### src/rtl/iwm_pkg.sv
// Shared types, constants and state encodings for the pixel warp mapper.
`default_nettype none

package iwm_pkg;

    localparam int COORD_BITS = 12;
    localparam int CFG_BITS   = 13;
    localparam int COUNT_BITS = 5;
    localparam int DIV_BITS   = 88;
    localparam int WIDE_BITS  = 64;

    localparam logic [CFG_BITS-1:0] COORD_LIMIT = CFG_BITS'(1 << COORD_BITS);

    localparam logic [1:0] REG_IMAGE_WIDTH  = 2'd0;
    localparam logic [1:0] REG_IMAGE_HEIGHT = 2'd1;
    localparam logic [1:0] REG_POINT_COUNT  = 2'd2;

    localparam logic MODE_LOAD = 1'b0;
    localparam logic MODE_MAP  = 1'b1;

    localparam logic [DIV_BITS-1:0]  RECIP_NUM   = DIV_BITS'(1) << 56;
    localparam logic [WIDE_BITS-1:0] LIMIT_NONE  = '1;
    localparam logic [WIDE_BITS-1:0] LIMIT_MAP   = 64'h0000_0000_7FFF_FFFF;
    localparam logic [WIDE_BITS-1:0] LIMIT_WEIGHT = 64'h0000_0000_8000_0000;

    typedef struct packed {
        logic                  mode;
        logic [3:0]            point_index;
        logic [COORD_BITS-1:0] coord_x;
        logic [COORD_BITS-1:0] coord_y;
        logic [COORD_BITS-1:0] target_x;
        logic [COORD_BITS-1:0] target_y;
        logic [31:0]           pixel_rgba;
    } in_item_t;

    typedef struct packed {
        logic [COORD_BITS-1:0] dest_x;
        logic [COORD_BITS-1:0] dest_y;
        logic [31:0]           dest_rgba;
    } out_item_t;

    typedef struct packed {
        logic [COORD_BITS-1:0] sx;
        logic [COORD_BITS-1:0] sy;
        logic [COORD_BITS-1:0] tx;
        logic [COORD_BITS-1:0] ty;
    } point_t;

    typedef struct packed {
        logic                  start;
        logic                  round;
        logic [DIV_BITS-1:0]   dividend;
        logic [WIDE_BITS-1:0]  divisor;
        logic [WIDE_BITS-1:0]  limit;
    } div_req_t;

    typedef struct packed {
        logic                  done;
        logic [WIDE_BITS-1:0]  quotient;
    } div_rsp_t;

    typedef enum logic [1:0] {
        DIV_IDLE,
        DIV_RUN,
        DIV_FIN
    } div_state_t;

    typedef enum logic [4:0] {
        S_IDLE,
        S_R_RD,
        S_R_D2,
        S_R_DIV,
        S_F_RD,
        S_F_PJ,
        S_F_KRD,
        S_F_KMUL,
        S_F_KACC,
        S_F_MUL,
        S_F_DET,
        S_F_TST,
        S_F_TDIV,
        S_F_FMUL,
        S_F_FRND,
        S_F_RDIV,
        S_F_WST,
        S_F_WDIV,
        S_F_WMUL,
        S_F_FIN,
        S_OUT
    } seq_state_t;

endpackage

`default_nettype wire

### src/rtl/iwm_divider.sv
// Iterative restoring divider with optional round half up and saturation.
`default_nettype none

module iwm_divider (
    input  wire logic        clk,
    input  wire logic        rst_n,
    input  wire iwm_pkg::div_req_t req,
    output iwm_pkg::div_rsp_t rsp
);
    import iwm_pkg::*;

    div_state_t           state_reg, state_next;
    logic [6:0]           cnt_reg;
    logic [DIV_BITS-1:0]  num_reg;
    logic [DIV_BITS-1:0]  quo_reg;
    logic [WIDE_BITS-1:0] rem_reg;
    logic [WIDE_BITS-1:0] den_reg;
    logic [WIDE_BITS-1:0] lim_reg;
    logic                 rnd_reg;
    logic [WIDE_BITS-1:0] q_reg;
    logic                 done_reg;

    logic [WIDE_BITS:0]   rem_sh;
    logic                 ge;
    logic [WIDE_BITS:0]   rem_sub;
    logic                 over;
    logic                 rup;
    logic [WIDE_BITS:0]   qinc;
    logic [WIDE_BITS-1:0] q_final;

    assign rem_sh  = {rem_reg, num_reg[DIV_BITS-1]};
    assign ge      = rem_sh >= {1'b0, den_reg};
    assign rem_sub = rem_sh - {1'b0, den_reg};
    assign over    = quo_reg > {{(DIV_BITS-WIDE_BITS){1'b0}}, lim_reg};
    assign rup     = rnd_reg && ({rem_reg, 1'b0} >= {1'b0, den_reg});
    assign qinc    = {1'b0, quo_reg[WIDE_BITS-1:0]} + (WIDE_BITS+1)'(rup);
    assign q_final = over ? lim_reg :
                     (qinc > {1'b0, lim_reg}) ? lim_reg : qinc[WIDE_BITS-1:0];

    assign rsp.done     = done_reg;
    assign rsp.quotient = q_reg;

    always_comb
    begin
        state_next = state_reg;
        unique case (state_reg)
            DIV_IDLE:
            begin
                if (req.start)
                begin
                    state_next = DIV_RUN;
                end
            end
            DIV_RUN:
            begin
                if (cnt_reg == 7'(DIV_BITS - 1))
                begin
                    state_next = DIV_FIN;
                end
            end
            DIV_FIN:
            begin
                state_next = DIV_IDLE;
            end
            default:
            begin
                state_next = DIV_IDLE;
            end
        endcase
    end

    always_ff @(posedge clk or negedge rst_n)
    begin
        if (!rst_n)
        begin
            state_reg <= DIV_IDLE;
            done_reg  <= 1'b0;
            cnt_reg   <= '0;
        end
        else
        begin
            state_reg <= state_next;
            done_reg  <= (state_reg == DIV_FIN);
            if (state_reg == DIV_RUN)
            begin
                cnt_reg <= cnt_reg + 7'd1;
            end
            else
            begin
                cnt_reg <= '0;
            end
        end
    end

    always_ff @(posedge clk)
    begin
        if (state_reg == DIV_IDLE && req.start)
        begin
            num_reg <= req.dividend;
            den_reg <= req.divisor;
            lim_reg <= req.limit;
            rnd_reg <= req.round;
            rem_reg <= '0;
            quo_reg <= '0;
        end
        else if (state_reg == DIV_RUN)
        begin
            num_reg <= {num_reg[DIV_BITS-2:0], 1'b0};
            quo_reg <= {quo_reg[DIV_BITS-2:0], ge};
            rem_reg <= ge ? rem_sub[WIDE_BITS-1:0] : rem_sh[WIDE_BITS-1:0];
        end
        if (state_reg == DIV_FIN)
        begin
            q_reg <= q_final;
        end
    end

endmodule

`default_nettype wire

### config.mk
export PLATFORM = sky130hd
export DESIGN_NAME = iwm_divider
export DESIGN_NICKNAME = d
export VERILOG_FILES = /design/src/rtl/iwm_pkg.sv /design/src/rtl/iwm_divider.sv
export SDC_FILE = /design/constraint.sdc
export NUM_CORES = 1
export LEC_CHECK = 0
export BUFFER_PORTS_ARGS = -buffer_cell sky130_fd_sc_hd__buf_4
export CAP_MARGIN = 20
export CORE_MARGIN = 4
export CORE_UTILIZATION = 54
export CTS_CLUSTER_SIZE = 20
export DETAILED_ROUTE_END_ITERATION = 8
export PLACE_DENSITY = 0.77
export SLEW_MARGIN = 20
export SYNTH_ARGS = -nofsm -noshare
export SYNTH_HDL_FRONTEND = slang
export SYNTH_SLANG_ARGS = --single-unit
export TNS_END_PERCENT = 100
### constraint.sdc
create_clock -name clk -period 6.72 [get_ports clk]
set_input_delay 1.344 -clock clk [delete_from_list [all_inputs] [get_ports clk]]
set_output_delay 1.344 -clock clk [all_outputs]
set_load 0.01 [all_outputs]
==> impl_metrics.json <==
{
  "status": "complete, no violations",
  "grt_usage": 0.248,
  "cap_violations": 0,
  "dr.pass1.iters": 5,
  "io_pins": 285,
  "place_ws_ns": -0.115,
  "worstHoldPathType": "register to register",
  "drive_above_1_share": 0.196,
  "cts_sinks": 443,
  "die_area_um2": 50000,
  "syn_nets": 3013,
  "ant_nets": 0,
  "routedWlPerCell_um": 18.4,
  "dp_cells": 3433,
  "max_freq_mhz": 155,
  "die_width_um": 224,
  "cp.required_ns": 7.05,
  "worstRegToRegCells": 29,
  "ys_seq_area_frac": 0.468,
  "rows": 78,
  "htreeDepth": 2,
  "grt_antenna_before_repair": 2,
  "drtIter0Drc": 1791,
  "async_flop_share": 0.0226,
  "synth_cell_types": 77,
  "initial_utilization": 0.549,
  "numCtsBuffers": 49,
  "dp_hpwl_um": 46300,
  "vias": 20300,
  "synthCells": 2597,
  "ys_ff_latch": 443,
  "crit_buf_inv": 6,
  "synth.top_cells.by_area": "edfxtp_1 (34%), dfxtp_1 (12%), ha_1 (9.7%)",
  "fin_crit_sh": 0.960,
  "worst_pin_slew_ns": 1.42,
  "cpLargestDelayFamily": "simple AND/OR/NAND/NOR gates",
  "cp_num_cells": 29,
  "synth_ff_type": "edfxtp_1",
  "first_global_vias": 20100,
  "vdd_drop_max_mv": 0.216,
  "grt_first_pass_wirelength_um": 103000,
  "cts_buffer_depth": 3,
  "grt-ovfl-total": 0,
  "clk-insertion-delay-late_ns": 0.59,
  "grt_max_degree": 225,
  "crit_path_frequent_cell": "buf_4",
  "path_max_fanout": 7,
  "syn_avg_cell_area_um2": 9.66,
  "cts_tree": "built",
  "syn_area_um2": 25100,
  "portBuffers": 284,
  "crit_arrival_ns": 6.78,
  "finalWorstSetupSlack_ns": 0.270,
  "finalSetupViolCount": 0,
  "ys_warn_count": 0,
  "start_kind": "register",
  "slowest_delay_ns": 0.38,
  "synth.largest_area_cell": "edfxtp_1",
  "drc": 0,
  "cp_slowest_cell": "ha_1",
  "min_period_ns": 6.45,
  "synth_top_area_frac": 0.336,
  "yosysMostFrequentCell": "nand2_1",
  "p_leak_nw": 13.3,
  "p_per_area_nw_per_um2": 190,
  "root_buffer": "clkbuf_16",
  "crit_type": "register to register",
  "finalNetCount": 3310,
  "core_um2": 45700,
  "finalWirelength_um": 65200,
  "synth_edf_count": 281,
  "hold_path_depth": 1,
  "end_kind": "register",
  "die_h_um": 224,
  "gp_congestion": 0.936,
  "slew_violations": 0,
  "cts_hold_buffers": 0,
  "via_per_inst": 5.74,
  "finClkSkew_ns": 0.0169,
  "instances_no_fill": 3536,
  "path_clk_slew_ns": 0.06,
  "final_hold_viol_count": 0,
  "yosys-top-cells-count": "nand2_1 (529), edfxtp_1 (281), ha_1 (195), o21ai_0 (186), inv_1 (168)",
  "slew_headroom": 0.0520,
  "area_delta_synth_final_pct": 19.9
}
worst reg2reg max path, delay by kind of cell, from the launching register on:
kind,cells,cell delay [ns]
simple gates,10,2.21
compound gates,8,1.41
buf+inv,6,0.89
fa+ha+maj,3,0.86
flops,1,0.33
mux,1,0.31
xor+xnor,1,0.19
power by group:
group,switching [W],internal [W]
combinational,0.0000264,0.0000799
sequential,0,0.00287
clock,0.00112,0.00161
total,0.00115,0.00457
cells by family after synthesis:
family | count (synthesis) | synth area share
adder cells (fa/ha/maj) | 196 | 0.0981
XOR/XNOR | 122 | 0.0426
buffers and inverters | 293 | 0.0467
AO/OA/AOI/OAI | 560 | 0.135
multiplexers | 95 | 0.0501
flip-flops | 443 | 0.468
AND/OR/NAND/NOR | 888 | 0.160
worst paths after layout:
check | from | end | slack, ns
min | cnt_reg[0] | cnt_reg[0] | 0.47
max reg2reg | den_reg[42] | q_reg[33] | 0.27
max in group asynchronous | rst_n | cnt_reg[3] | 5.98
min in group asynchronous | rst_n | cnt_reg[1] | 0.58
min reg2reg | cnt_reg[0] | cnt_reg[0] | 0.47
max | den_reg[42] | q_reg[33] | 0.27
through the flow:
step | hold WS, ns | area [um2] | total power, W | util | TNS, ns
floorplan | 0.433 | 25100 | 0.00293 | - | 0
global placement | 0.447 | 28100 | 0.00304 | 0.615 | 0
detailed placement | 0.465 | 28100 | 0.00304 | 0.615 | -4.36
CTS | 0.473 | 29800 | 0.00578 | 0.651 | 0
global route | 0.493 | 30100 | 0.00588 | 0.658 | -0.0406
finish | 0.468 | 30100 | 0.00571 | 0.658 | 0
placed cells by master (no fill, tap or decap), types with 8 or more instances in the layout:
master and n:
clkbuf_1 9, nand3_1 44, xnor2_1 79, nor2_1 91, o21bai_1 17, dfrtp_1 10, and3_1 22, inv_1 166
dfxtp_1 152, o21a_1 8, nand2_1 526, mux2i_1 30, nand4_1 80, a21o_1 60, o21ai_1 13, o21ai_0 182
ha_1 191, and2_1 11, o211ai_1 11, xor2_1 37, nor3_1 25, nor2b_1 13, o22ai_1 9, clkbuf_16 53
edfxtp_1 281, o31ai_1 10, buf_4 360, a211oi_1 23, mux2_4 60, a21oi_1 160, nor4_1 13, a31oi_1 14
cell type report:
cell class / instances / area, um2
sequential: 443 / 11700
clock buffer: 67 / 1390
tap: 600 / 751
inverter: 169 / 643
fill: 3585 / 15600
timing repair buffer: 370 / 2900
multi-input combinational: 1861 / 12400
antenna: 2 / 5.00
clock inverter: 24 / 258
what timing repair did:
| action | 4_1_cts | 5_1_grt |
|---|---|---|
| setup buffers | 0 | 7 |
| hold endpoints to repair | 0 | 0 |
| setup endpoints to repair | 60 | 64 |
| gates resized for setup | 4 | 38 |
| gates cloned | 0 | 2 |
| pin swaps | 0 | 8 |
routing by layer:
layer / up-vias / routed length [um] / global-route usage
li1: 9823 / - / -
met1: 9666 / 27300 / 0.320
met2: 662 / 32700 / 0.436
met3: 134 / 3380 / 0.0342
met4: 2 / 1890 / 0.0734
met5: - / 13 / 0
No activity file was read; power rests on OpenSTA's default activity.
